--- src/design/gog_pkg.sv ---
// Shared types and constants for the glyph outline and gradient block.
package gog_pkg;

    localparam int PIX_W      = 8;
    localparam int CFG_W      = 11;
    localparam int CFG_IDX_W  = 8;
    localparam int ROW_W      = 10;
    localparam int COL_MAX_W  = 12;
    localparam int DIVIDEND_W = 18;

    localparam logic [CFG_IDX_W-1:0] CFG_IMAGE_WIDTH  = 8'd0;
    localparam logic [CFG_IDX_W-1:0] CFG_IMAGE_HEIGHT = 8'd1;

    localparam logic [CFG_W-1:0] CFG_WIDTH_RESET  = 11'd1024;
    localparam logic [CFG_W-1:0] CFG_HEIGHT_RESET = 11'd1024;
    localparam logic [CFG_W-1:0] HEIGHT_LIMIT     = 11'd1024;

    localparam logic [PIX_W-1:0] INK_THRESHOLD = 8'd2;
    localparam logic [PIX_W-1:0] OUTLINE_PIX   = 8'd1;

    typedef enum logic [1:0] {
        BK_IDLE,
        BK_EXEC,
        BK_RAW
    } gog_back_state_t;

    // One classified input pixel, as queued between front and back.
    typedef struct packed {
        logic [PIX_W-1:0]     pixel;
        logic [COL_MAX_W-1:0] col;
        logic [ROW_W-1:0]     row_prev;
        logic                 first_row;
        logic                 last_row;
        logic                 last_col;
        logic                 row_start;
        logic                 interior;
    } gog_item_t;

    typedef struct packed {
        logic             last;
        logic [PIX_W-1:0] pixel;
    } gog_result_t;

endpackage

--- src/design/gog_front.sv ---
// Front end: takes pixel beats, tracks row and column, classifies each pixel.
module gog_front
    import gog_pkg::*;
#(
    parameter int MAX_WIDTH = 1024
) (
    input  logic                clk,
    input  logic                rst_n,
    input  logic                restart,
    input  logic [CFG_W-1:0]    image_width,
    input  logic [CFG_W-1:0]    image_height,
    input  logic                in_valid,
    output logic                in_ready,
    input  logic [PIX_W-1:0]    in_pixel,
    input  logic                q_full,
    output logic                q_push,
    output gog_item_t           q_item,
    output logic [ROW_W-1:0]    shade_divisor
);

    localparam int AW    = $clog2(MAX_WIDTH);
    localparam int WCW   = $clog2(MAX_WIDTH + 1);
    localparam int CMP_W = (WCW > CFG_W) ? WCW : CFG_W;

    logic [AW-1:0]    col_reg, col_next;
    logic [ROW_W-1:0] row_reg, row_next;
    logic [CMP_W-1:0] width_ext, width_eff;
    logic [CFG_W-1:0] height_eff;
    logic             last_col, last_row;

    // 0 acts as 1, oversize values clamp to the store depth / row limit
    always_comb
    begin
        width_ext = CMP_W'(image_width);
        if (width_ext == '0)
        begin
            width_eff = CMP_W'(1);
        end
        else if (width_ext > CMP_W'(MAX_WIDTH))
        begin
            width_eff = CMP_W'(MAX_WIDTH);
        end
        else
        begin
            width_eff = width_ext;
        end

        if (image_height == '0)
        begin
            height_eff = CFG_W'(1);
        end
        else if (image_height > HEIGHT_LIMIT)
        begin
            height_eff = HEIGHT_LIMIT;
        end
        else
        begin
            height_eff = image_height;
        end
    end

    assign last_col      = (CMP_W'(col_reg) + CMP_W'(1) == width_eff);
    assign last_row      = (CFG_W'(row_reg) + CFG_W'(1) == height_eff);
    assign shade_divisor = ROW_W'(height_eff - CFG_W'(1));

    assign in_ready = !q_full;
    assign q_push   = in_valid && !q_full;

    always_comb
    begin
        q_item.pixel     = in_pixel;
        q_item.col       = COL_MAX_W'(col_reg);
        q_item.row_prev  = row_reg - ROW_W'(1);
        q_item.first_row = (row_reg == '0);
        q_item.last_row  = last_row;
        q_item.last_col  = last_col;
        q_item.row_start = (row_reg != '0) && (col_reg == '0);
        q_item.interior  = (row_reg > ROW_W'(1)) && (col_reg != '0) && !last_col;
    end

    always_comb
    begin
        col_next = col_reg;
        row_next = row_reg;
        if (restart)
        begin
            col_next = '0;
            row_next = '0;
        end
        else if (q_push)
        begin
            if (last_col)
            begin
                col_next = '0;
                row_next = last_row ? '0 : row_reg + ROW_W'(1);
            end
            else
            begin
                col_next = col_reg + AW'(1);
            end
        end
    end

    always_ff @(posedge clk or negedge rst_n)
    begin
        if (!rst_n)
        begin
            col_reg <= '0;
            row_reg <= '0;
        end
        else
        begin
            col_reg <= col_next;
            row_reg <= row_next;
        end
    end

endmodule

--- config.mk ---
export PLATFORM = sky130hd
export DESIGN_NAME = gog_front
export DESIGN_NICKNAME = d
export VERILOG_FILES = /design/src/design/gog_pkg.sv /design/src/design/gog_front.sv
export SDC_FILE = /design/constraint.sdc
export NUM_CORES = 1
export LEC_CHECK = 0
export BUFFER_PORTS_ARGS = -buffer_cell sky130_fd_sc_hd__buf_2
export CORE_ASPECT_RATIO = 1.25
export CORE_MARGIN = 2
export CORE_UTILIZATION = 40
export CTS_CLUSTER_DIAMETER = 100
export DETAILED_ROUTE_END_ITERATION = 12
export PLACE_DENSITY = 0.63
export SETUP_SLACK_MARGIN = 0.3
export SYNTH_ARGS = -nofsm -noshare
export SYNTH_HDL_FRONTEND = slang
export SYNTH_SLANG_ARGS = --single-unit
--- constraint.sdc ---
create_clock -name clk -period 2.8 [get_ports clk]
set_input_delay 0.14 -clock clk [delete_from_list [all_inputs] [get_ports clk]]
set_output_delay 0.14 -clock clk [all_outputs]
set_load 0.02 [all_outputs]
==> impl_metrics.ini, run 1 <==
[clock_tree]
htreeDepth = 1
cts_buffers = 3
cts_buffer_depth = 2
clkLatencyLatePin_ns = 0.26
clock_sinks = 20
root_buffer = clkbuf_8
clkTransAtPathRegs_ns = 0.07
tritoncts = built

[pwr]
sw_frac_of_total_pct = 32.78
p_leak_nw = 1.442
vdd_ir_drop_max_mv = 0.1729
power_frac_clock_pct = 31.3
p_seq_share_pct = 33.5
p_int_w = 0.0006173
p_per_area_nw_per_um2 = 263.5
power.switching_w = 0.0003010
pwr-share-comb_pct = 35.2

[placed_design]
pre_cts_ws_ns = 0.1688
port_buffers = 63
gp_congestion = 0.8675
dp.final_hpwl_mm = 5.614

[synth]
ys_types = 64
synth_ff_type = dfrtp_1
netlist_instances = 333
synth.yosys.warnings = 0
syn_area_um2 = 2601
avgSynthCellArea_um2 = 7.812
synth-edff-count = 0
ys_ff_latch = 20
async_flop_share_pct = 100.0
yosysSeqAreaShare_pct = 19.24

[run]
maxCapViolCount = 0

[sta]
tns_ns = 0
max_slew.worst_pin.slew_ns = 0.7339
hold_viol_final = 0
clock_skew_ns = 0.003708
setup_viol = 0
slew_headroom_pct = 49.81
rsz0062_at_grt = yes
worst_slack_ns = 0.2725
period_share_pct = 90.27
finalMaxSlewViolations = 0
fmax_mhz = 395.6
period_needed_ns = 2.528

[floorplanning]
start_util_pct = 41.65
fp.coreArea_um2 = 6246
die_w_um = 76.13
die_h_um = 94.16
core.rowCount = 32
pin_count = 82
die_area_um2 = 7168

[min_path]
min_path_type = in -> out

[global_route]
grt_usage_pct = 20.70
antenna_found_initial = 0
grt_max_degree = 22
grt_remaining_overflow = 0
grt_pass1_vias = 2686
grt_pass1_wl_mm = 12.24

[cells_and_area]
final_nets = 455
syn2layout_area_growth_pct = 33.96
num_antenna_cells = 0
filler_cell_count = 595
drive_above_1_share_pct = 40.53

[routing]
vias = 2801
ant_nets = 0
wirelength_mm = 7.911
dr.pass1.iters = 5
viasPerCell = 5.636
wl_per_cell_um = 15.92
drc = 0
drt-initial-drc-count = 196

[critical_path]
crit_fanout = 4
path_class = reg -> out
crit_path_end_kind = output pin
required_ns = 2.66
crit_arrival_ns = 2.39
critPathLaunchType = flop

[status]
outcome = completed
==> through the flow <==
step	utilization (%)	hold WS, ns	instances	instance area, µm²	power [W]
after detailed placement	47.20	0.1134	463	2948	0.0005917
after floorplan	-	-0.1556	334	2608	0.0005163
final	55.79	0.2800	497	3485	0.0009183
after global placement	47.20	0.1096	463	2948	0.0005892
after global routing	55.79	0.2800	497	3485	0.0009668
after CTS	52.46	0.2801	487	3277	0.0009123
==> synthesized netlist by cell type (all sizes together) (2+ instances only) <==
library cell / instances / area (µm²)
buf: 22 / 147.6
nand2: 22 / 82.58
dfrtp: 20 / 500.5
nor2: 20 / 75.07
inv: 19 / 71.31
nand3: 17 / 90.09
nor2b: 17 / 106.4
nor3: 13 / 75.07
xnor2: 13 / 113.9
clkbuf: 12 / 46.29
nand4: 12 / 111.4
o31ai: 12 / 90.09
nand2b: 11 / 68.82
nor4: 11 / 75.07
o21ai: 11 / 55.05
xor2: 11 / 96.34
ha: 7 / 87.58
or3: 7 / 48.80
a21oi: 6 / 30.03
a22oi: 6 / 45.04
a31oi: 6 / 37.54
and2: 5 / 31.28
a22o: 4 / 35.03
or4: 4 / 30.03
and3: 3 / 18.77
mux2i: 3 / 33.78
o2bb2ai: 3 / 26.28
o311ai: 3 / 26.28
xnor3: 3 / 67.56
a2111oi: 2 / 36.29
a31o: 2 / 17.52
and4: 2 / 17.52
mux2: 2 / 22.52
nand3b: 2 / 15.01
nand4b: 2 / 17.52
nor4b: 2 / 17.52
o211ai: 2 / 15.01
or3b: 2 / 17.52
==> cell usage in the layout (no fill, tap or decap), types with 5 or more instances in the layout <==
cell type	n
dfrtp_1	11
o21ai_1	5
nand2b_1	11
nand4_1	9
nand2_1	22
dfrtp_2	9
o31ai_1	9
buf_2	63
nor2_1	19
buf_6	8
inv_1	16
o21ai_0	6
xor2_1	9
xnor2_1	13
nand3_1	15
nor2b_1	17
or3_1	5
and2_1	5
nor3_1	10
a22oi_2	6
a21oi_1	5
buf_4	35
nor4_1	10
==> timing repair <==
| action | in CTS | in global routing |
|---|---|---|
| endpoints found under the hold margin | 20 | 0 |
| hold buffers | 1 | 0 |
| gates cloned | 0 | 3 |
| setup endpoints to repair | 22 | 21 |
| buffers inserted | 19 | 7 |
| pin swaps | 11 | 15 |
| gates resized for setup | 24 | 32 |
==> final cells by class <==
cell class	count	area (µm²)	share of cell area, %
Multi-Input combinational cell	262	2043	58.64
Timing Repair Buffer	107	678.2	19.46
Sequential cell	20	511.7	14.69
Tap cell	85	106.4	3.052
Inverter	19	73.82	2.118
Clock buffer	3	41.29	1.185
Clock inverter	1	30.03	0.8618
==> path summary, 6_finish.rpt <==
check / startpoint / end / slack [ns] / cells past startpoint
worst max-delay path: col_reg[0]$_DFFE_PN0P_ / q_item[0] / 0.27 / 9
worst min-delay path: in_pixel[0] / q_item[27] / 0.28 / 0
worst min register to register: row_reg[3]$_DFFE_PN0P_ / row_reg[3]$_DFFE_PN0P_ / 0.60 / 1
worst max register to register: col_reg[0]$_DFFE_PN0P_ / col_reg[3]$_DFFE_PN0P_ / 0.30 / 10
max in group asynchronous: rst_n / row_reg[2]$_DFFE_PN0P_ / 2.10 / 2
min in group asynchronous: rst_n / col_reg[0]$_DFFE_PN0P_ / 0.36 / 2
==> routing by layer <==
metal	up-vias	track usage [%]	share of wire [%]
li1	1363	-	-
met1	1317	23.37	40
met2	98	39.58	52
met3	23	2.115	4.8
met4	0	8.788	2.9
met5	-	0	0
==> critical path, cell delays in order (launching register included) <==
cell and delay, ns:
dfrtp_2 0.41, buf_6 0.11, nand4_1 0.12, or3_4 0.42, xor2_2 0.17, mux2i_2 0.33
nand4_4 0.16, buf_6 0.16, and3_4 0.14, buf_6 0.12
==> power groups by stage <==
stage               registers, W  logic [W]  clock network [W]
floorplan               0.000310   0.000206                  0
global placement        0.000313   0.000276                  0
detailed placement      0.000313   0.000279                  0
CTS                     0.000307   0.000310           0.000296
global route            0.000309   0.000351           0.000306
finish                  0.000308   0.000324           0.000287
==> cell families (layout without fill, tap and decap cells) <==
family	count (synthesis)	count (layout)	synth area share (%)
XOR/XNOR	27	27	10.68
adder cells (fa/ha/maj)	7	7	3.367
buffers and inverters	53	130	10.20
AO/OA/AOI/OAI	66	66	19.14
flip-flops	20	20	19.24
multiplexers	5	5	2.164
AND/OR/NAND/NOR	154	155	35.07
other	1	2	0.1442
Note: power is estimated with default switching activity, not from simulation.
==> run 2, diff against run 1 <==
--- a/config.mk
+++ b/config.mk
@@ -12,7 +12,7 @@
 export CTS_CLUSTER_DIAMETER = 100
 export DETAILED_ROUTE_END_ITERATION = 12
 export PLACE_DENSITY = 0.63
-export SETUP_SLACK_MARGIN = 0.3
+export SETUP_SLACK_MARGIN = 0.4
 export SYNTH_ARGS = -nofsm -noshare
 export SYNTH_HDL_FRONTEND = slang
 export SYNTH_SLANG_ARGS = --single-unit
==> impl_metrics.ini, run 2 (synthesis gave the netlist of run 1 again) <==
[sta]
max_slew.worst_pin.slew_ns = 0.7505
clock_skew_ns = 0.001928
rsz0062_at_grt = yes
period_share_pct = 86.93
finalMaxSlewViolations = 0
setup_viol = 0
hold_viol_final = 0
tns_ns = 0
slew_headroom_pct = 48.67
period_needed_ns = 2.434
fmax_mhz = 410.8

[clock_tree]
root_buffer = clkbuf_8
cts_buffer_depth = 2
htreeDepth = 1
cts_buffers = 3
clkTransAtPathRegs_ns = 0.07
tritoncts = built
clock_sinks = 20
clkLatencyLatePin_ns = 0.25

[floorplanning]
die_w_um = 76.13
core.rowCount = 32
die_area_um2 = 7168
start_util_pct = 41.65
die_h_um = 94.16
fp.coreArea_um2 = 6246
pin_count = 82

[cells_and_area]
syn2layout_area_growth_pct = 35.35
final_util_pct = 56.37
num_antenna_cells = 0
layout_commonest_cell = buf_2
drive_above_1_share_pct = 43.17
final_nets = 454
filler_cell_count = 596
stdcell_count = 495
final_cell_mix = 61 x buf_2, 37 x buf_4, 21 x nand2_1

[critical_path]
reg2reg_to = col_reg[7]$_DFFE_PN0P_
path_buf_inv = 2
r2r.worst_path.cells = 10
slowest_delay_ns = 0.47
crit_family = simple AND/OR/NAND/NOR gates
rrSetupSlack_ns = 0.37
r2r-start = col_reg[0]$_DFFE_PN0P_
crit_slowest_cell = or4_1
crit_fanout = 10
crit_path_end_kind = flop
crit_arrival_ns = 2.60
critPathLaunchType = flop
path_class = reg -> reg
path_cells = buf_12 -> ha_4 -> nand3_4 -> xor2_2 -> a2111oi_4 -> nor3_2 -> nand4_4 -> inv_6 -> or4_1 -> a31oi_1
required_ns = 2.97

[routing]
vias = 2780
wirelength_mm = 7.768
ant_nets = 0
drt-initial-drc-count = 135
viasPerCell = 5.616
wl_per_cell_um = 15.69
drc = 0
dr.pass1.iters = 4

[min_path]
hold_start = in_pixel[3]
hold_path_depth = 0
min_path_type = in -> out
whs_endpoint = q_item[30]

[run]
maxCapViolCount = 0

[global_route]
met3_usage_pct = 1.635
busiest_layer = met2
grt_pass1_wl_mm = 12.44
grt_remaining_overflow = 0
grt_max_degree = 22
antenna_found_initial = 0
gr-usage-met1_pct = 22.41
grt_usage_pct = 21.05
grt_use_met2_pct = 43.23
grt_pass1_vias = 2707

[placed_design]
dp.final_hpwl_mm = 5.591
gp_congestion = 0.8736
port_buffers = 63
placed_cells = 460

[status]
outcome = completed

[pwr]
vdd_ir_drop_max_mv = 0.1402
p_per_area_nw_per_um2 = 232.5
p_leak_nw = 1.444
==> run 2: repair_timing <==
action	in CTS	in global routing
setup buffers	28	3
pin swaps	13	14
endpoints found under the hold margin	20	0
hold buffers	1	0
resized for setup	35	30
setup endpoints to repair	22	22
==> run 2: layout make-up <==
class / instances / area (µm²) / area share (%)
Clock buffer: 3 / 41.29 / 1.173
Inverter: 19 / 81.33 / 2.310
Multi-Input combinational cell: 261 / 2082 / 59.13
Sequential cell: 20 / 518.0 / 14.71
Tap cell: 85 / 106.4 / 3.021
Timing Repair Buffer: 107 / 691.9 / 19.65
==> run 2: per-layer routing <==
metal  vias up  wire (µm)
met5         -          0
met4         0        160
met3        15        280
met2        73       4223
met1      1337       3103
li1       1355          -
==> run 2: where the power goes <==
group	internal (W)	leakage, nW	switching, W	total, W
clock	0.0000957	0.0216	0.0000901	0.000186
combinational	0.000132	1.17	0.000194	0.000326
sequential	0.000295	0.254	0.0000115	0.000307
total	0.000523	1.44	0.000296	0.000818
==> run 2: metrics by stage <==
step,area [µm²],hold slack (ns),setup WS [ns],total power [W]
5_1_grt,3521,0.2800,0.2596,0.0008619
3_3_place_gp,2945,0.1148,0.2068,0.0005910
2_1_floorplan,2644,-0.1556,0.3949,0.0005181
3_5_place_dp,2945,0.1215,0.1380,0.0005932
4_1_cts,3359,0.2801,0.3827,0.0008150
6_report,3521,0.2800,0.3659,0.0008184
==> run 2: worst max path at each step <==
stage | startpoint | depth (start not counted) | end
floorplan | col_reg[6]$_DFFE_PN0P_ | 10 | col_reg[4]$_DFFE_PN0P_
global placement | col_reg[5]$_DFFE_PN0P_ | 8 | row_reg[4]$_DFFE_PN0P_
detailed placement | col_reg[5]$_DFFE_PN0P_ | 8 | row_reg[5]$_DFFE_PN0P_
CTS | row_reg[1]$_DFFE_PN0P_ | 10 | q_item[3]
global route | row_reg[1]$_DFFE_PN0P_ | 10 | row_reg[7]$_DFFE_PN0P_
finish | col_reg[0]$_DFFE_PN0P_ | 10 | col_reg[7]$_DFFE_PN0P_
