==> src/design/gog_fifo.sv <==
// Small synchronous FIFO, power-of-two depth, head visible without a pop.
module gog_fifo #(
    parameter int WIDTH = 8,
    parameter int DEPTH = 4
) (
    input  logic             clk,
    input  logic             rst_n,
    input  logic             push,
    input  logic [WIDTH-1:0] push_data,
    output logic             full,
    input  logic             pop,
    output logic [WIDTH-1:0] pop_data,
    output logic             empty
);

    localparam int PTR_W = (DEPTH > 1) ? $clog2(DEPTH) : 1;
    localparam int CNT_W = $clog2(DEPTH + 1);

    logic [WIDTH-1:0] mem_reg [DEPTH];
    logic [PTR_W-1:0] wr_ptr_reg, wr_ptr_next;
    logic [PTR_W-1:0] rd_ptr_reg, rd_ptr_next;
    logic [CNT_W-1:0] count_reg, count_next;
    logic             do_push, do_pop;

    assign full     = (count_reg == CNT_W'(DEPTH));
    assign empty    = (count_reg == '0);
    assign pop_data = mem_reg[rd_ptr_reg];
    assign do_push  = push && !full;
    assign do_pop   = pop && !empty;

    always_comb
    begin
        wr_ptr_next = do_push ? wr_ptr_reg + PTR_W'(1) : wr_ptr_reg;
        rd_ptr_next = do_pop  ? rd_ptr_reg + PTR_W'(1) : rd_ptr_reg;
        count_next  = count_reg;
        if (do_push && !do_pop)
        begin
            count_next = count_reg + CNT_W'(1);
        end
        else if (do_pop && !do_push)
        begin
            count_next = count_reg - CNT_W'(1);
        end
    end

    always_ff @(posedge clk or negedge rst_n)
    begin
        if (!rst_n)
        begin
            wr_ptr_reg <= '0;
            rd_ptr_reg <= '0;
            count_reg  <= '0;
        end
        else
        begin
            wr_ptr_reg <= wr_ptr_next;
            rd_ptr_reg <= rd_ptr_next;
            count_reg  <= count_next;
        end
    end

    always_ff @(posedge clk)
    begin
        if (do_push)
        begin
            mem_reg[wr_ptr_reg] <= push_data;
        end
    end

endmodule

==> config.mk <==
export PLATFORM = sky130hd
export DESIGN_NAME = gog_fifo
export DESIGN_NICKNAME = d
export VERILOG_FILES = /design/src/design/gog_fifo.sv
export SDC_FILE = /design/constraint.sdc
export NUM_CORES = 1
export LEC_CHECK = 0
export ABC_AREA = 1
export CAP_MARGIN = 20
export CORE_MARGIN = 3
export CORE_UTILIZATION = 29
export DETAILED_ROUTE_END_ITERATION = 12
export DONT_BUFFER_PORTS = 1
export HOLD_SLACK_MARGIN = 0.08
export RECOVER_POWER = 100
export SYNTH_ARGS = -nofsm -noshare
export SYNTH_HDL_FRONTEND = slang
export SYNTH_SLANG_ARGS = --single-unit
==> constraint.sdc <==
create_clock -name clk -period 2.1 [get_ports clk]
set_input_delay 0.315 -clock clk [delete_from_list [all_inputs] [get_ports clk]]
set_output_delay 0.315 -clock clk [all_outputs]
set_load 0.1 [all_outputs]
==> impl_metrics.tcl, run 1 <==
set metrics [dict create \
    clock_path_buffers 2 \
    worstHoldPathType "in -> reg" \
    synth_ff_type "edfxtp_1" \
    htreeDepth 2 \
    synthesis.nets 172 \
    setup_slack_ns 0.1866 \
    cts_root_buffer "clkbuf_8" \
    clock_sinks 39 \
    yosys.area.top_type "edfxtp_1" \
    status "completed" \
    rsz0062_at_grt "no" \
    grt_pass1_vias 958 \
    dieArea_mm2 0.006944 \
    gp_congestion 0.7380 \
    diodes 0 \
    grtUsageTotal_pct 8.977 \
    synth_warnings 0 \
    worstReg2RegStart "count_reg[1]$_DFFE_PN0P_" \
    die_x_um 83.33 \
    slew_headroom_pct 64.17 \
    num_io_pins 22 \
    synthArstFlopShare_pct 17.95 \
    post-route-min-period_ns 1.913 \
    ys_seq_elements 39 \
    worst_pin_slew_ns 0.5398 \
    fin_tns_setup_ns 0 \
    layout.nets 191 \
    layout.cells.most_common "nand2_1" \
    avgSynthCellArea_um2 11.26 \
    core-area_mm2 0.005642 \
    finalSetupViolCount 0 \
    via_count 1003 \
    fin_crit_sh_pct 91.11 \
    die_h_um 83.33 \
    start_util_pct 30.74 \
    cp.required_ns 1.78 \
    slew_viol_final 0 \
    synth_top_cell_area_share_pct 55.41 \
    mostFrequentLayoutCells "41 x nand2_1, 32 x inv_1, 32 x edfxtp_1, 16 x o211ai_1, 8 x clkbuf_4" \
    multi_input_area_um2 426.7 \
    ant_nets 0 \
    synthesis.area_mm2 0.001734 \
    rows 27 \
    largest_register_ffs 32 \
    fin_skew_ns 0.004731 \
    cts_tree "built" \
    final_layout_size_suffix_gt1_share_pct 11.49 \
    first_pass_iters 2 \
    io_buffers 0 \
    regArea_mm2 0.001136 \
    stdcell_area_mm2 0.001994 \
    drc 0 \
    worstSetupStartpointType "flop" \
    grt_pass1_wl_mm 4.726 \
    synth_edf_count 32 \
    synthTopCellsByArea "edfxtp_1 55%, dfrtp_1 10%, nand2_1 8.9%" \
    hp-start "push_data[5]" \
    cts-buffers-inserted 5 \
    cp_max_fo 10 \
    grt_max_degree 34 \
    clk_latency_ns 0.29 \
    maxCapViolations 0 \
    crit_path_end_kind "primary output" \
    hold_viol 0 \
    clock.fmax_mhz 522.6 \
    overflow 0 \
    clk_pin_slew_ns 0.08 \
    routed_via_density 4.077 \
    fillers 553 \
    worstPathArrival_ns 1.60 \
    antenna_found_initial 0 \
    drtIter0Drc 25 \
    area_growth_syn_to_layout_pct 15.01 \
    synth_seq_area_share_pct 65.51 \
    place_hpwl_mm 1.985 \
    pre_cts_ws_ns 0.2087 \
    syn_inst 154 \
    cts_setup_buffers 0 \
    wire_per_inst_um 11.15 \
    critPathKind "reg -> out" \
    synthDistinctLibCells 16 \
    placed_area_mm2 0.001893 \
    wirelength_mm 2.742 \
    startpoint "rd_ptr_reg[1]$_DFFE_PN0P_" \
]
==> cells by family after synthesis <==
kind of cell             share of synthesized area (%)
adder cells (fa/ha/maj)                          4.762
AND/OR/NAND/NOR                                  12.12
XOR/XNOR                                        0.5051
flip-flops                                       65.51
buffers and inverters                            9.885
AO/OA/AOI/OAI                                    7.215
==> synth_stat cells, types with 2 or more instances <==
cell      count
nand2_1      41
edfxtp_1     32
inv_1        32
o211ai_1     16
dfrtp_1       7
nand3_1       7
ha_1          5
nor2_1        4
buf_6         2
inv_2         2
==> through the flow <==
step                      util, %  std cells  hold WS, ns
final                       35.35        246       0.1163
after global routing        35.35        246      0.08973
after CTS                   35.73        246       0.1035
after detailed placement    33.56        237      0.01955
after global placement      33.56        237      0.01959
after floorplan                 -        154      0.01941
==> area by class of cell <==
type | instances | area share [%]
well taps | 72 | 4.517
clock buffers | 5 | 3.450
multi-input cells | 77 | 21.39
flip-flops and latches | 39 | 56.96
inverters | 34 | 6.524
clock inverters | 3 | 2.196
repair buffers | 16 | 4.956
==> worst max-delay path, stage by stage, from the launching register on <==
cell      delay (ns)
dfrtp_1         0.52
inv_2           0.24
o211ai_1        0.12
nand2_1         0.10
clkbuf_4        0.33
==> path summary, 6_finish.rpt <==
path	slack, ns	to	depth (start not counted)
min in group asynchronous	0.36	count_reg[0]$_DFFE_PN0P_	1
worst min-delay path	0.12	mem_reg[0][5]$_DFFE_PP_	0
worst min register to register	0.51	count_reg[2]$_DFFE_PN0P_	2
worst max-delay path	0.19	pop_data[4]	4
max in group asynchronous	1.50	count_reg[2]$_DFFE_PN0P_	1
worst max register to register	0.22	count_reg[1]$_DFFE_PN0P_	9
==> layer usage <==
layer / global-route usage, % / part of all wire [%] / up-vias
li1: - / - / 541
met1: 9.849 / 43 / 440
met2: 14.80 / 49 / 17
met3: 3.571 / 5.5 / 5
met4: 4.903 / 2.1 / 0
met5: 0 / 0 / -
==> repair_timing <==
| action | CTS | global route |
|---|---|---|
| hold buffers | 1 | 0 |
| endpoints found under the hold margin | 7 | 0 |
| setup endpoints to repair | 0 | 3 |
| gates resized for setup | 0 | 2 |
Power of run 1 is not shown: default switching activity piles up to over one toggle a cycle in this logic, so the estimate is an artifact.
==> inputs of run 2 (changes only) <==
- BUFFER_PORTS_ARGS: default -> -buffer_cell sky130_fd_sc_hd__buf_2
- CORE_UTILIZATION: 29 -> 45
- DONT_BUFFER_PORTS: 1 -> default
==> run 2 against run 1 <==
  * Die area shrank 33%
  * Global-route usage grew 6.4 points
  * Via count grew 8.0%
  * Highest routed layer unchanged
==> impl_metrics.tcl, run 2 (synthesis gave the netlist of run 1 again) <==
set metrics [dict create \
    wirelength_mm 2.879 \
    start_util_pct 49.25 \
    status "completed" \
    worst_pin_slew_ns 0.5731 \
    worstReg2RegStart "count_reg[0]$_DFFE_PN0P_" \
    mostFrequentLayoutCells "40 x nand2_1, 32 x inv_1, 32 x edfxtp_1, 16 x o211ai_1, 13 x clkbuf_1" \
    grt_pass1_wl_mm 4.981 \
    final_util_pct 55.97 \
    cp_cell_sequence "inv_2 -> o211ai_1 -> nand2_1 -> buf_2" \
    placed_cells_incl_taps 221 \
    cts_root_buffer "clkbuf_8" \
    worstReg2RegEnd "count_reg[1]$_DFFE_PN0P_" \
    worstSetupStartpointType "flop" \
    clock.fmax_mhz 504.6 \
    path_buf_inv 2 \
    cpPeakStageDelay_ns 0.54 \
    reg2reg_slack_ns 0.21 \
    holdPathStages 1 \
    cts-buffers-inserted 5 \
    cts_tree "built" \
    worstHoldPathType "in -> reg" \
    holdPathEnd "mem_reg[3][7]$_DFFE_PP_" \
    slew_viol_final 0 \
    area_growth_syn_to_layout_pct 13.64 \
    die_x_um 68.08 \
    die_h_um 68.08 \
    clk_latency_ns 0.28 \
    core-area_mm2 0.003521 \
    layout.nets 201 \
    clock_sinks 39 \
    final_layout_size_suffix_gt1_share_pct 11.41 \
    io_buffers 21 \
    path_delay_family "buffers and inverters" \
    clk_pin_slew_ns 0.07 \
    overflow 0 \
    final_cell_count_no_fill 230 \
    reg2regPathDepth 9 \
    ant_nets 0 \
    num_io_pins 22 \
    grt_max_degree 34 \
    cp.required_ns 1.78 \
    crit_path_end_kind "primary output" \
    cpMaxStageDelayCell "dfrtp_1" \
    hp-start "push_data[7]" \
    cp_max_fo 10 \
    post-route-min-period_ns 1.982 \
    grt_pass1_vias 1074 \
    wire_per_inst_um 12.52 \
    fin_skew_ns 0.005180 \
    diodes 0 \
    finalSetupViolCount 0 \
    hold_viol 0 \
    grtUsageTotal_pct 15.33 \
    drtIter0Drc 48 \
    critPathKind "reg -> out" \
    fillers 325 \
    gp_congestion 0.7906 \
    first_pass_iters 4 \
    place_hpwl_mm 1.996 \
    dieArea_mm2 0.004635 \
    htreeDepth 2 \
    drc 0 \
    fin_crit_sh_pct 94.38 \
    routed_via_density 4.709 \
    worstPathArrival_ns 1.67 \
    clock_path_buffers 2 \
    slew_headroom_pct 61.79 \
    maxCapViolations 0 \
    antenna_found_initial 0 \
    fin_tns_setup_ns 0 \
    via_count 1083 \
    largest_register_ffs 32 \
    layout.cells.most_common "nand2_1" \
    rows 21 \
    rsz0062_at_grt "no" \
]
[run 2: cell count changes in the layout (fill, tap and decap cells not counted)]
cell / before / now
clkinvlp_4: 0 / 1
clkbuf_1: 5 / 13
clkbuf_4: 8 / 6
buf_2: 0 / 4
clkinv_2: 1 / 0
clkinv_4: 1 / 0
nand2_1: 41 / 40
clkinv_1: 0 / 2
bufinv_16: 1 / 0
nand2_2: 0 / 1
[run 2: how the worst max path moves through the flow]
stage / start / endpoint / slack (ns) / cells after the start
after global placement: count_reg[0]$_DFFE_PN0P_ / count_reg[1]$_DFFE_PN0P_ / 0.30 / 9
after floorplan: count_reg[0]$_DFFE_PN0P_ / count_reg[1]$_DFFE_PN0P_ / 0.37 / 9
after detailed placement: count_reg[0]$_DFFE_PN0P_ / count_reg[1]$_DFFE_PN0P_ / 0.15 / 9
final: rd_ptr_reg[1]$_DFFE_PN0P_ / pop_data[1] / 0.12 / 4
after global routing: rd_ptr_reg[1]$_DFFE_PN0P_ / pop_data[1] / 0.008 / 4
after CTS: rd_ptr_reg[0]$_DFFE_PN0P_ / pop_data[3] / 0.007 / 4
[run 2: stage by stage]
step	hold slack, ns	setup slack (ns)	cell area, um2
2_1_floorplan	0.01941	0.3733	1734
3_3_place_gp	0.1579	0.2953	1883
3_5_place_dp	0.1571	0.1514	1883
4_1_cts	0.2312	0.006529	1977
5_1_grt	0.2932	0.007581	1971
6_report	0.2802	0.1181	1971
[run 2: area by class of cell]
class                      instances  area [um2]  area share, %
clock buffer                       5       68.82          3.492
clock inverter                     3       15.01         0.7619
inverter                          34       130.1          6.603
multi-input combinational         77       429.2          21.78
sequential                        39        1136          57.65
tap                               46       57.56          2.921
timing repair buffer              26       133.9          6.794
[run 2: repair_timing]
item,CTS,global route
gates resized for setup,0,9
endpoints found under the hold margin,7,0
buffers inserted,0,0
endpoints found under the setup margin,0,9
hold buffers,1,0
[run 2: worst register-to-register path, stage by stage (launching register included)]
cell and delay, ns:
dfrtp_1 0.42, inv_1 0.09, nand3_1 0.16, nand2_2 0.16, inv_1 0.06, ha_1 0.21, inv_1 0.09, fa_1 0.41
nand2_1 0.07, o21ai_0 0.09
[run 2: routing by layer]
metal	global-route usage [%]	routed length, um
met1	19.04	1367
met2	24.55	1375
met3	5.419	120
met4	5.955	14
met5	0	0
Power of run 2 is left out for the same reason.
==> inputs of run 3 (changes only) <==
- REMOVE_ABC_BUFFERS: default -> 1
- SKIP_LAST_GASP: default -> 1
==> run 3 against run 2 <==
  * Via count increased by 1.9%
  * Clock skew increased by 0.0045 ns
  * Sequential cell count unchanged
  * Die area unchanged
  * Critical path depth unchanged
==> impl_metrics.tcl, run 3 (synthesis gave the netlist of run 1 again) <==
set metrics [dict create \
    fin_skew_ns 0.009668 \
    die_h_um 68.08 \
    mostFrequentLayoutCells "40 x nand2_1, 32 x inv_1, 32 x edfxtp_1, 16 x o211ai_1, 12 x buf_2" \
    overflow 0 \
    status "completed" \
    clk_latency_ns 0.29 \
    clk_pin_slew_ns 0.07 \
    via_count 1104 \
    fin_tns_setup_ns 0 \
    fin_crit_sh_pct 95.00 \
    slew_headroom_pct 67.58 \
    start_util_pct 49.25 \
    cts_tree "built" \
    place_hpwl_mm 2.106 \
    clock_path_buffers 2 \
    cts-buffers-inserted 5 \
    layout.cells.most_common "nand2_1" \
    ant_nets 0 \
    crit_path_end_kind "primary output" \
    die_x_um 68.08 \
    wire_per_inst_um 13.05 \
    grtUsageTotal_pct 14.61 \
    first_pass_iters 5 \
    hold_viol 0 \
    fillers 326 \
    drtIter0Drc 40 \
    num_io_pins 22 \
    cts_root_buffer "clkbuf_8" \
    slew_viol_final 0 \
    drc 0 \
    routed_via_density 4.800 \
    clock.fmax_mhz 501.2 \
    cts_setup_buffers 0 \
    largest_register_ffs 32 \
    rows 21 \
    dieArea_mm2 0.004635 \
    worstSetupStartpointType "flop" \
    final_layout_size_suffix_gt1_share_pct 14.67 \
    htreeDepth 2 \
    worst_pin_slew_ns 0.4896 \
    worstPathArrival_ns 1.68 \
    clock_sinks 39 \
    core-area_mm2 0.003521 \
    io_buffers 21 \
    cp_max_fo 10 \
    multi_input_area_um2 429.2 \
    diodes 0 \
    critPathKind "reg -> out" \
    wirelength_mm 3.001 \
    rsz0062_at_grt "no" \
    grt_max_degree 34 \
    cp.required_ns 1.78 \
    grt_pass1_wl_mm 4.836 \
    maxCapViolations 0 \
    post-route-min-period_ns 1.995 \
    antenna_found_initial 0 \
    worstHoldPathType "in -> reg" \
    regArea_mm2 0.001136 \
    area_growth_syn_to_layout_pct 15.30 \
    finalSetupViolCount 0 \
    grt_pass1_vias 1113 \
    layout.nets 201 \
    gp_congestion 0.8040 \
]
-- run 3: changes by cell type in the layout (fill, tap and decap cells not counted), sizes merged --
cell	before	now
buf	4	16
clkinvlp	1	0
clkbuf	26	14
bufinv	0	1
-- run 3: routing by layer --
metal	vias up	global-route usage [%]	share of wire, %	wire [um]
li1	566	-	-	-
met1	515	16.11	45	1342
met2	18	26.71	51	1533
met3	5	4.926	3.4	101
met4	0	3.722	0.77	23
met5	-	0	0	0
-- run 3: layout make-up --
cell class	count	area share (%)
Clock buffer	5	3.442
Clock inverter	3	2.190
Inverter	34	6.508
Multi-Input combinational cell	77	21.46
Sequential cell	39	56.82
Tap cell	46	2.879
Timing Repair Buffer	26	6.696
-- run 3: path summary, 6_finish.rpt --
path,start,slack (ns),depth (start not counted),end
max in group asynchronous,rst_n,1.33,2,wr_ptr_reg[1]$_DFFE_PN0P_
min in group asynchronous,rst_n,0.47,2,rd_ptr_reg[1]$_DFFE_PN0P_
worst max register to register,count_reg[1]$_DFFE_PN0P_,0.23,9,count_reg[1]$_DFFE_PN0P_
worst min-delay path,pop,0.29,3,rd_ptr_reg[0]$_DFFE_PN0P_
worst min register to register,count_reg[2]$_DFFE_PN0P_,0.54,2,count_reg[2]$_DFFE_PN0P_
worst max-delay path,rd_ptr_reg[1]$_DFFE_PN0P_,0.10,4,pop_data[2]
-- run 3: repair_timing --
action                                 4_1_cts  5_1_grt
endpoints found under the hold margin        7        0
hold buffers                                 1        0
pin swaps                                    0        0
resized for setup                            1        1
setup endpoints to repair                    1        1
-- run 3: critical path, cell delays in order, from the launching register on --
cell	delay, ns
dfrtp_1	0.53
inv_2	0.24
o211ai_1	0.12
nand2_1	0.08
buf_2	0.42
-- run 3: per-stage QoR --
step	std cells	hold slack [ns]	utilization, %	setup slack (ns)	area (um2)
global route	230	0.2898	56.79	0.001552	1999
CTS	230	0.2400	57.04	0.09661	2008
global placement	221	0.1551	53.48	0.2890	1883
finish	230	0.2878	56.79	0.1050	1999
detailed placement	221	0.1637	53.48	0.2098	1883
floorplan	150	0.01941	-	0.3304	1690
Power of run 3 is left out for the same reason.
