`config.mk`:
```
export PLATFORM = sky130hd
export DESIGN_NAME = gog_div
export DESIGN_NICKNAME = d
export VERILOG_FILES = /design/src/design/gog_pkg.sv /design/src/design/gog_div.sv
export SDC_FILE = /design/constraint.sdc
export NUM_CORES = 1
export LEC_CHECK = 0
export ABC_AREA = 1
export ABC_CLOCK_PERIOD_IN_PS = 5890
export BUFFER_PORTS_ARGS = -buffer_cell sky130_fd_sc_hd__buf_2
export CORE_ASPECT_RATIO = 1.5
export CORE_MARGIN = 2
export CORE_UTILIZATION = 63
export DETAILED_ROUTE_END_ITERATION = 7
export GPL_ROUTABILITY_DRIVEN = 0
export MAX_ROUTING_LAYER = met4
export PLACE_DENSITY_LB_ADDON = 0.25
export SYNTH_ARGS = -nofsm -noshare
export SYNTH_HDL_FRONTEND = slang
export SYNTH_SLANG_ARGS = --single-unit
```
`constraint.sdc`:
```
create_clock -name clk -period 5.89 [get_ports clk]
set_clock_uncertainty 0.1 [all_clocks]
set_input_delay 0.589 -clock clk [delete_from_list [all_inputs] [get_ports clk]]
set_output_delay 0.589 -clock clk [all_outputs]
set_load 0.01 [all_outputs]
```
`src/design/gog_pkg.sv`:
```
// Shared types and constants for the glyph outline and gradient block.
package gog_pkg;

    localparam int PIX_W      = 8;
    localparam int CFG_W      = 11;
    localparam int CFG_IDX_W  = 8;
    localparam int ROW_W      = 10;
    localparam int COL_MAX_W  = 12;
    localparam int DIVIDEND_W = 18;

    localparam logic [CFG_IDX_W-1:0] CFG_IMAGE_WIDTH  = 8'd0;
    localparam logic [CFG_IDX_W-1:0] CFG_IMAGE_HEIGHT = 8'd1;

    localparam logic [CFG_W-1:0] CFG_WIDTH_RESET  = 11'd1024;
    localparam logic [CFG_W-1:0] CFG_HEIGHT_RESET = 11'd1024;
    localparam logic [CFG_W-1:0] HEIGHT_LIMIT     = 11'd1024;

    localparam logic [PIX_W-1:0] INK_THRESHOLD = 8'd2;
    localparam logic [PIX_W-1:0] OUTLINE_PIX   = 8'd1;

    typedef enum logic [1:0] {
        BK_IDLE,
        BK_EXEC,
        BK_RAW
    } gog_back_state_t;

    // One classified input pixel, as queued between front and back.
    typedef struct packed {
        logic [PIX_W-1:0]     pixel;
        logic [COL_MAX_W-1:0] col;
        logic [ROW_W-1:0]     row_prev;
        logic                 first_row;
        logic                 last_row;
        logic                 last_col;
        logic                 row_start;
        logic                 interior;
    } gog_item_t;

    typedef struct packed {
        logic             last;
        logic [PIX_W-1:0] pixel;
    } gog_result_t;

endpackage

```
`src/design/gog_div.sv`:
```
// Row shade unit: 254*row/divisor + 1, restoring division, one bit a cycle.
module gog_div
    import gog_pkg::*;
(
    input  logic             clk,
    input  logic             rst_n,
    input  logic             clear,
    input  logic             start,
    input  logic [ROW_W-1:0] row_prev,
    input  logic [ROW_W-1:0] divisor,
    output logic             busy,
    output logic [PIX_W-1:0] shade
);

    localparam int CNT_W = $clog2(DIVIDEND_W + 1);

    logic [DIVIDEND_W-1:0] quo_reg, quo_next;
    logic [ROW_W-1:0]      rem_reg, rem_next;
    logic [ROW_W-1:0]      div_reg, div_next;
    logic [CNT_W-1:0]      cnt_reg, cnt_next;
    logic [PIX_W-1:0]      shade_reg, shade_next;
    logic [ROW_W:0]        trial, diff;
    logic                  ge;
    logic [DIVIDEND_W-1:0] dividend;

    // 254*r as 256*r - 2*r
    assign dividend = {row_prev, 8'b0} - {7'b0, row_prev, 1'b0};

    assign trial = {rem_reg, quo_reg[DIVIDEND_W-1]};
    assign ge    = (trial >= {1'b0, div_reg});
    assign diff  = trial - {1'b0, div_reg};

    assign busy  = (cnt_reg != '0);
    assign shade = shade_reg;

    always_comb
    begin
        quo_next   = quo_reg;
        rem_next   = rem_reg;
        div_next   = div_reg;
        cnt_next   = cnt_reg;
        shade_next = shade_reg;
        if (clear)
        begin
            cnt_next   = '0;
            shade_next = '0;
        end
        else if (start)
        begin
            quo_next = dividend;
            rem_next = '0;
            div_next = divisor;
            cnt_next = CNT_W'(DIVIDEND_W);
        end
        else if (busy)
        begin
            quo_next = {quo_reg[DIVIDEND_W-2:0], ge};
            rem_next = ge ? diff[ROW_W-1:0] : trial[ROW_W-1:0];
            cnt_next = cnt_reg - CNT_W'(1);
            if (cnt_reg == CNT_W'(1))
            begin
                shade_next = quo_next[PIX_W-1:0] + PIX_W'(1);
            end
        end
    end

    always_ff @(posedge clk or negedge rst_n)
    begin
        if (!rst_n)
        begin
            cnt_reg   <= '0;
            shade_reg <= '0;
        end
        else
        begin
            cnt_reg   <= cnt_next;
            shade_reg <= shade_next;
        end
    end

    always_ff @(posedge clk)
    begin
        quo_reg <= quo_next;
        rem_reg <= rem_next;
        div_reg <= div_next;
    end

endmodule

```
==> run summary, run 1 <==
CP Capture Type: flop
initial antenna violation count: 0
Worst-Skew Late Latency: 0.31 ns
vias per cell: 5.35
Synth Warn #: 0
top cell type's share of synthesized area: 36.7%
vias: 2,541
Cell Area, Placed: 3320 um2
Worst-Margin Slew: 0.846 ns
DRC Markers: 0
Crit Path Max Fanout: 28
Seq/Total Area, Yosys: 47.2%
syn nets: 418
Setup crit start kind: flop
Post-CTS Resized: 0
Post-Syn Instances: 375
cell taking the most area after synthesis: edfxtp_1
vias in the first global route: 2,633
WL/cell: 13.6 um
Final Routed Wirelength: 6460 um
status: finished, final reports clean
site row count: 31
post-route setup slack: 3.34 ns
most common cell after layout, fill and taps aside: nand2_1
Leak Pwr: 0.00165 uW
Boundary Pins: 33
PwrDens: 284 nW/um2
# port buffers: 32
post-CTS setup buffer count: 0
area of the core: 4770 um2
global route overflow: 0
register clock-pin slew on the reported worst setup and hold paths: 0.09 ns
crit path DAT: 2.66 ns
clock tree buffer depth: 2
Unique masters post-synth: 33
Finished Cell Area: 3440 um2
gr usage total: 27.7%
Period minus WS final: 2.55 ns
Slew Viols, Final: 0
pin count of the biggest net entering global routing: 30
number of diodes: 0
Initial DRT Pass Iterations: 5
CP Data Required Time: 6.00 ns
number of flip-flops in the largest register: 18
slew margin rel.: 43.4%
H-tree depth: 2
DP Worst Slack: 3.39 ns
Root Buffer: clkbuf_8
fin nets: 451
initial core utilization: 65.1%
layout cell share with drive strength beyond 1: 12.5%
Initial DRC Count: 95
Max Fclk: 0.392 GHz
count of final hold-check violations: 0
cts hold-fix bufs: 0
CTS tree: yes
DIE AREA: 5520 um2
die width: 61.3 um
most frequent cells in the layout: nand2_1, inv_1, nor2_1
CTS sink cnt: 51
max-cap violation count: 0
Syn Std Cell Area: 3110 um2
Crit Path Class: reg2reg
Die Y: 90.0 um
Hold/Removal Path Class: in2async
first-pass GRT wire length: 11,300 um
#FFs+latches synth: 51
post-DP HPWL: 4970 um
# placed instances: 467
Worst VDD drop: 0.171 mV
post-synthesis average cell area: 8.28 um2
# setup viols final: 0
antenna-violating nets left: 0
post-route non-filler standard cell count: 475
clock buffer count from CTS: 5
Tcrit/Tclk final: 43.3%
Area Overhead vs Synth: 10.6%
setup TNS after final layout: 0 ns
top cells by area, synth: edfxtp_1, nand2_1, dfrtp_1
RSZ-0062 raised after global routing: no
-- where the power goes --
group / switching (uW) / internal (uW) / leakage (uW)
Combinational: 173 / 96.1 / 0.00105
Sequential: 21.2 / 438 / 0.000545
Clock: 119 / 129 / 0.0000587
-- layer usage --
layer,part of all wire [%],up-vias,track usage [%]
met3,3.3,16,4.60
li1,-,1299,-
met4,3.1,0,12.2
met5,0,-,-
met2,56,55,48.9
met1,38,1171,28.6
-- final timing paths --
kind | startpoint | to | slack [ns] | cells past startpoint
worst max-delay path | rem_reg[7]$_SDFFCE_PP0P_ | shade[6]$_DFFE_PN0P_ | 3.34 | 11
worst min-delay path | rst_n | shade[0]$_DFFE_PN0P_ | 0.05 | 1
worst max register to register | rem_reg[7]$_SDFFCE_PP0P_ | shade[6]$_DFFE_PN0P_ | 3.34 | 11
worst min register to register | shade[5]$_DFFE_PN0P_ | shade[5]$_DFFE_PN0P_ | 0.39 | 2
max in group asynchronous | rst_n | cnt_reg[0]$_DFFE_PN0P_ | 5.41 | 1
min in group clk | divisor[8] | div_reg[8]$_DFFE_PP_ | 0.35 | 1
-- layout make-up --
| class | count | area (um2) |
|---|---|---|
| clock inverters | 3 | 47.5 |
| multi-input cells | 260 | 1390 |
| repair buffers | 33 | 168 |
| clock buffers | 5 | 68.8 |
| flip-flops and latches | 51 | 1470 |
| fillers | 404 | 1340 |
| inverters | 57 | 214 |
| well taps | 66 | 82.6 |
-- Yosys cell counts (all sizes together) --
| cell | count |
|---|---|
| a21oi | 16 |
| a22o | 1 |
| a31oi | 8 |
| buf | 5 |
| clkbuf | 2 |
| dfrtp | 13 |
| edfxtp | 38 |
| fa | 1 |
| ha | 18 |
| inv | 57 |
| nand2 | 92 |
| nand3 | 19 |
| nand3b | 2 |
| nand4 | 5 |
| nor2 | 42 |
| nor3 | 8 |
| o21ai | 32 |
| o21bai | 2 |
| o22ai | 1 |
| or2 | 1 |
| xnor2 | 5 |
| xor2 | 7 |
-- logic make-up (layout without fill, tap and decap cells) --
group | count (synthesis) | count (layout) | share of synthesized area, %
and+or+nand+nor | 169 | 169 | 23.0
DFF | 51 | 51 | 47.2
adders and majority gates | 19 | 19 | 7.89
xor gates and xnor gates | 12 | 12 | 3.38
AOI/OAI and AO/OA | 60 | 60 | 10.3
buffers and inverters | 64 | 98 | 8.18
-- through the flow --
| stage | util [%] | hold WS [ns] | total power, uW |
|---|---|---|---|
| after floorplan | - | 0.193 | 668 |
| after global placement | 69.6 | 0.363 | 723 |
| after detailed placement | 69.6 | 0.367 | 732 |
| after CTS | 72.0 | 0.0582 | 978 |
| after global routing | 72.0 | 0.0595 | 1040 |
| final | 72.0 | 0.0480 | 976 |
-- critical path, cell delays in order, from the launching register on --
cell and delay (ns):
edfxtp_1 0.42, ha_1 0.39, nand2_1 0.10, nor3_1 0.29, nand2_2 0.11, nand2_4 0.24
ha_1 0.22, nand2_1 0.10, nor2_1 0.15, inv_1 0.07, o21ai_0 0.16, o21ai_1 0.07
No activity file was read; power rests on OpenSTA's default activity.
==> inputs of run 2 (changes only) <==
--- a/config.mk
+++ b/config.mk
@@ -6,11 +6,11 @@
 export NUM_CORES = 1
 export LEC_CHECK = 0
 export ABC_AREA = 1
-export ABC_CLOCK_PERIOD_IN_PS = 5890
+export ABC_CLOCK_PERIOD_IN_PS = 2200
 export BUFFER_PORTS_ARGS = -buffer_cell sky130_fd_sc_hd__buf_2
 export CORE_ASPECT_RATIO = 1.5
 export CORE_MARGIN = 2
-export CORE_UTILIZATION = 63
+export CORE_UTILIZATION = 53
 export DETAILED_ROUTE_END_ITERATION = 7
 export GPL_ROUTABILITY_DRIVEN = 0
 export MAX_ROUTING_LAYER = met4
==> constraint.sdc (replaced) <==
create_clock -name clk -period 2.2 [get_ports clk]
set_clock_uncertainty 0.1 [all_clocks]
set_input_delay 0.22 -clock clk [delete_from_list [all_inputs] [get_ports clk]]
set_output_delay 0.22 -clock clk [all_outputs]
set_load 0.01 [all_outputs]
==> run 2 against run 1 <==
Non-clock buffer count is 21 higher. Via count rose by 3.5%. Clock-buffer cell count grew 2. Register-to-register slack got worse by 3.2 ns. First-iteration DRC count rose by 94%. Critical endpoint is now rem_reg[8]$_SDFFCE_PP0P_. Largest power group unchanged.
==> run summary, run 2 (synthesis gave the netlist of run 1 again) <==
status: finished, final reports clean
number of diodes: 0 (unchanged)
Filler cells: 515 (+27%)
global route overflow: 0 (unchanged)
clock buffer count from CTS: 5 (unchanged)
initial core utilization: 54.1% (-11 points)
Finished Cell Area: 3680 um2 (+7.2%)
power share of the sequential group: 48.1% (+1.0 points)
CP Data Required Time: 2.15 ns (-3.85 ns)
Crit Path Class: reg2reg
Tcrit/Tclk final: 95.2% (+52 points)
most frequent cells in the layout: nand2_1, inv_1, nor2_1, edfxtp_1, buf_2
Worst-Skew Late Latency: 0.30 ns (about the same)
Setup crit start kind: flop
post-route non-filler standard cell count: 502 (+5.7%)
max-cap violation count: 0 (unchanged)
met3 Track Usage GR: 2.76% (-1.8 points)
Final Util: 64.1% (-7.9 points)
register clock-pin slew on the reported worst setup and hold paths: 0.09 ns (about the same)
grt peak-use layer: met2
vias per cell: 5.24 (-2.0%)
Boundary Pins: 33 (unchanged)
most common cell after layout, fill and taps aside: nand2_1
count of final hold-check violations: 0 (unchanged)
# placed instances: 481 (+3.0%)
number of flip-flops in the largest register: 18 (unchanged)
Period minus WS final: 2.09 ns (-0.458 ns)
post-DP HPWL: 5270 um (+6.1%)
vias: 2,631 (+3.5%)
CTS sink cnt: 51 (unchanged)
DP Worst Slack: 0.0347 ns (-3.35 ns)
Internal: 1740 uW (+160%)
CP Capture Type: flop
initial antenna violation count: 0 (unchanged)
worst setup path endpoint: rem_reg[8]$_SDFFCE_PP0P_
pin count of the biggest net entering global routing: 30 (unchanged)
WL/cell: 13.4 um (-1.1%)
crit path DAT: 2.05 ns (-0.61 ns)
post-route setup slack: 0.105 ns (-3.23 ns)
# port buffers: 32 (unchanged)
Crit Path Max Fanout: 3 (-89%)
Initial DRT Pass Iterations: 4 (-1)
first-pass GRT wire length: 11,300 um (+0.31%)
cells on worst reg2reg path: 8 (-3)
Hold/Removal Path Class: in2reg
layout cell share with drive strength beyond 1: 16.7% (+4.3 points)
Slew Viols, Final: 0 (unchanged)
vias in the first global route: 2,667 (+1.3%)
Worst-Margin Slew: 0.513 ns (-0.332 ns)
switching pwr: 843 uW (+170%)
Sw Share: 32.7% (+0.64 points)
Cell Area, Placed: 3410 um2 (+2.8%)
Worst VDD drop: 0.326 mV (+91%)
gr usage total: 23.1% (-4.6 points)
Final Routed Wirelength: 6750 um (+4.5%)
Die Y: 97.8 um (+8.6%)
Register Area: 1470 um2 (unchanged)
Leak Pwr: 0.00173 uW (+4.9%)
reg-to-reg endpoint: rem_reg[8]$_SDFFCE_PP0P_
GR Layer Usage met1: 23.7% (-4.9 points)
RR Startpoint: div_reg[0]$_DFFE_PP_
DIE AREA: 6500 um2 (+18%)
# setup viols final: 0 (unchanged)
Tot Pwr: 2580 uW (+160%)
site row count: 34 (+9.7%)
Root Buffer: clkbuf_8
Initial DRC Count: 184 (+94%)
R2R Setup Slk: 0.11 ns (-3.23 ns)
clock tree buffer depth: 2 (unchanged)
area of the multi-input gates: 1480 um2 (+6.4%)
fin nets: 472 (+4.7%)
PwrDens: 700 nW/um2 (+150%)
Area Overhead vs Synth: 18.5%
area of the core: 5740 um2 (+20%)
antenna-violating nets left: 0 (unchanged)
Max Fclk: 0.477 GHz (+22%)
Crit. Startpoint: div_reg[0]$_DFFE_PP_
die width: 66.5 um (+8.4%)
Combinational Power Share: 32.0% (+4.4 points)
H-tree depth: 2 (unchanged)
CTS tree: yes
met2 Use GR: 43.2% (-5.8 points)
slew margin rel.: 65.8% (+22 points)
DRC Markers: 0 (unchanged)
Clk pwr share: 19.9% (-5.4 points)
run 2: metal layers:
| metal | share of wire [%] | vias up |
|---|---|---|
| met2 | 56 | 50 |
| met1 | 38 | 1225 |
| met5 | 0 | - |
| met3 | 3.1 | 16 |
| met4 | 2.7 | 0 |
| li1 | - | 1340 |
run 2: stage by stage:
step / TNS, ns / hold WS [ns]
final: 0 / 0.182
after global routing: -0.0138 / 0.231
after CTS: 0 / 0.177
after detailed placement: 0 / 0.0248
after global placement: 0 / 0.0211
after floorplan: 0 / -0.176
run 2: cell type report:
type | count | share of cell area [%]
Sequential cell | 51 | 39.8
Multi-Input combinational cell | 260 | 40.1
Timing Repair Buffer | 54 | 9.58
Clock buffer | 7 | 2.07
Inverter | 57 | 5.81
Tap cell | 72 | 2.45
Clock inverter | 1 | 0.136
run 2: how the worst min path moves through the flow:
stage	slack (ns)	startpoint	depth (start not counted)	end
final	0.18	clear	4	cnt_reg[1]$_DFFE_PN0P_
after global routing	0.23	clear	4	cnt_reg[1]$_DFFE_PN0P_
after CTS	0.18	clear	4	cnt_reg[1]$_DFFE_PN0P_
after detailed placement	0.02	rst_n	1	cnt_reg[4]$_DFFE_PN0P_
after global placement	0.02	rst_n	1	cnt_reg[3]$_DFFE_PN0P_
after floorplan	-0.18	rst_n	0	cnt_reg[0]$_DFFE_PN0P_
run 2: repair_timing:
item	4_1_cts	5_1_grt
hold endpoints to repair	23	0
resized for setup	0	13
buffers inserted	0	2
hold buffers	11	0
setup endpoints to repair	0	10
run 2: power groups by stage:
stage | combinational, uW | sequential, uW | clock, uW
2_1_floorplan | 564 | 1240 | 0
3_3_place_gp | 741 | 1250 | 0
3_5_place_dp | 761 | 1250 | 0
4_1_cts | 779 | 1230 | 535
5_1_grt | 944 | 1250 | 565
6_report | 826 | 1240 | 513
run 2: worst max-delay path: stages, from the launching register on:
cell,delay [ns]
edfxtp_1,0.42
ha_1,0.23
fa_1,0.43
o21ai_2,0.23
nand4_1,0.14
nand2_1,0.10
nand2_1,0.05
nand2_1,0.08
a21oi_1,0.07
==> inputs of run 3 (changes only) <==
--- a/config.mk
+++ b/config.mk
@@ -10,7 +10,7 @@
 export BUFFER_PORTS_ARGS = -buffer_cell sky130_fd_sc_hd__buf_2
 export CORE_ASPECT_RATIO = 1.5
 export CORE_MARGIN = 2
-export CORE_UTILIZATION = 53
+export CORE_UTILIZATION = 40
 export DETAILED_ROUTE_END_ITERATION = 7
 export GPL_ROUTABILITY_DRIVEN = 0
 export MAX_ROUTING_LAYER = met4
==> run 3 against run 2 <==
Critical path depth stayed put. Die area rose by 31%. Via count shrank 1.2%. Largest cell class unchanged. Cell count up 5.6%. Non-clock buffer count decreased by 2. Critical path type unchanged. Worst setup slack improved by 0.030 ns. Clock-buffer cell count did not move. Design area increased by 2.4%. Sequential power hardly changed. Hold slack worse by 0.18 ns. First-iteration DRC count shrank 51%.
==> run summary, run 3 (synthesis gave the netlist of run 1 again) <==
max-cap violation count: 0 (unchanged)
first-pass GRT wire length: 11,800 um (+4.5%)
status: finished, final reports clean
crit path cell chain: ha_1, fa_1, o21ai_1, a21oi_1, xor2_1, nand2_1, nand2_1, nor2_1
Die Y: 112 um (+14%)
Initial DRT Pass Iterations: 4 (unchanged)
Leak Pwr: 0.00175 uW (+0.87%)
switching pwr: 894 uW (+6.0%)
Tcrit/Tclk final: 93.9% (-1.4 points)
vias in the first global route: 2,688 (+0.79%)
post-DP HPWL: 5380 um (+2.1%)
number of flip-flops in the largest register: 18 (unchanged)
CP Data Required Time: 2.16 ns (about the same)
crit path buf inv count: 0 (unchanged)
H-tree depth: 2 (unchanged)
most common cell after layout, fill and taps aside: nand2_1
Top Layer Used: met4
register clock-pin slew on the reported worst setup and hold paths: 0.07 ns (-0.02 ns)
routed length on met2: 3840 um (+2.1%)
most frequent cells in the layout: nand2_1, inv_1, edfxtp_1
PwrDens: 754 nW/um2 (+7.6%)
# port buffers: 32 (unchanged)
R2R Setup Slk: 0.14 ns (+0.03 ns)
clock tree buffer depth: 2 (unchanged)
Crit Path Class: reg2reg
pin count of the biggest net entering global routing: 30 (unchanged)
antenna-violating nets left: 0 (unchanged)
Max Fclk: 0.484 GHz (+1.5%)
fin nets: 470 (-0.42%)
Hold/Removal Path Class: in2reg
area of the core: 7560 um2 (+32%)
vias per cell: 4.91 (-6.4%)
global route overflow: 0 (unchanged)
most used cell, CP: nand2_1
met3 wire len: 135 um (-36%)
Worst-Skew Late Latency: 0.29 ns (about the same)
Tot Pwr: 2840 uW (+10%)
Root Buffer: clkbuf_16
Slew Viols, Final: 0 (unchanged)
M1 WL: 2920 um (+13%)
Filler cells: 742 (+44%)
Boundary Pins: 33 (unchanged)
Internal: 1950 uW (+12%)
WL/cell: 13.3 um (-0.92%)
CTS tree: yes
Final Routed Wirelength: 7060 um (+4.6%)
Crit Path Max Fanout: 3 (unchanged)
DIE AREA: 8500 um2 (+31%)
Worst VDD drop: 0.316 mV (-3.0%)
power share of the sequential group: 43.7% (-4.4 points)
DRC Markers: 0 (unchanged)
Sw Share: 31.4% (-1.2 points)
hold_ws: 0.00236 ns (-0.179 ns)
Initial DRC Count: 91 (-51%)
Clk pwr share: 26.7% (+6.8 points)
crit path DAT: 2.02 ns (-0.03 ns)
layout cell share with drive strength beyond 1: 18.2% (+1.5 points)
# setup viols final: 0 (unchanged)
initial core utilization: 41.1% (-13 points)
Worst-Margin Slew: 0.503 ns (-0.00999 ns)
CP max-delay cell: fa_1
clock buffer count from CTS: 5 (unchanged)
initial antenna violation count: 0 (unchanged)
CP Capture Type: flop
CTS sink cnt: 51 (unchanged)
number of diodes: 0 (unchanged)
gr usage total: 17.8% (-5.3 points)
critical path's top delay family: adder cells
Period minus WS final: 2.06 ns (-0.0301 ns)
Area Overhead vs Synth: 21.3%
crit-path max cell delay: 0.41 ns (-0.02 ns)
slew margin rel.: 66.4% (+0.67 points)
Setup crit start kind: flop
die width: 76.0 um (+14%)
count of final hold-check violations: 0 (unchanged)
site row count: 39 (+15%)
Combinational Power Share: 29.6% (-2.4 points)
vias: 2,600 (-1.2%)
-- run 3: cell count changes in the layout (fill, tap and decap cells not counted), moves of 2 or more --
cell,before,now
ha_1,13,10
clkbuf_8,5,0
clkbuf_16,0,5
ha_4,5,7
a21oi_2,2,0
a21oi_1,14,16
buf_4,11,15
dlygate4sd3_1,11,5
-- run 3: what timing repair did --
| action | in CTS | in global routing |
|---|---|---|
| setup endpoints to repair | 0 | 12 |
| hold buffers | 5 | 0 |
| hold endpoints to repair | 17 | 0 |
| setup buffers | 0 | 6 |
| gates resized for setup | 0 | 16 |
-- run 3: routing by layer --
metal	track usage (%)	up-vias
li1	-	1340
met1	19.0	1207
met2	33.0	40
met3	2.19	13
met4	7.52	0
met5	-	-
-- run 3: final timing paths --
check | start | endpoint | depth (start not counted)
setup / recovery | div_reg[0]$_DFFE_PP_ | rem_reg[6]$_SDFFCE_PP0P_ | 8
hold / removal | divisor[8] | div_reg[8]$_DFFE_PP_ | 1
setup reg to reg | div_reg[0]$_DFFE_PP_ | rem_reg[6]$_SDFFCE_PP0P_ | 8
hold reg to reg | shade[3]$_DFFE_PN0P_ | shade[3]$_DFFE_PN0P_ | 2
max in group asynchronous | rst_n | cnt_reg[0]$_DFFE_PN0P_ | 2
min in group asynchronous | rst_n | shade[4]$_DFFE_PN0P_ | 2
-- run 3: final cells by class --
type	instances	area [um2]	area share [%]
Clock buffer	7	133	3.52
Clock inverter	1	5.00	0.133
Inverter	57	214	5.68
Multi-Input combinational cell	260	1500	39.8
Sequential cell	51	1470	38.9
Tap cell	102	128	3.39
Timing Repair Buffer	52	323	8.56
-- run 3: power groups by stage --
stage	clock network (uW)	registers [uW]	logic, uW
2_1_floorplan	0	1240	564
3_3_place_gp	0	1250	749
3_5_place_dp	0	1250	762
4_1_cts	785	1230	774
5_1_grt	815	1250	962
6_report	759	1240	841
-- run 3: worst reg2reg max path: stages, from the launching register on --
cell and delay [ns]:
edfxtp_1 0.39, ha_1 0.23, fa_1 0.41, o21ai_1 0.27
a21oi_1 0.12, xor2_1 0.14, nand2_1 0.06, nand2_1 0.05
nor2_1 0.04
-- run 3: per-stage QoR --
step	setup TNS (ns)	instance area (um2)	util, %	instances	worst slack (ns)
after CTS	0	3640	48.1	524	0.00931
final	0	3770	49.8	530	0.135
after floorplan	0	3130	-	375	0.0141
after global routing	-0.0211	3770	49.8	530	-0.00921
after global placement	0	3450	45.6	511	0.0857
after detailed placement	0	3450	45.6	511	0.0338
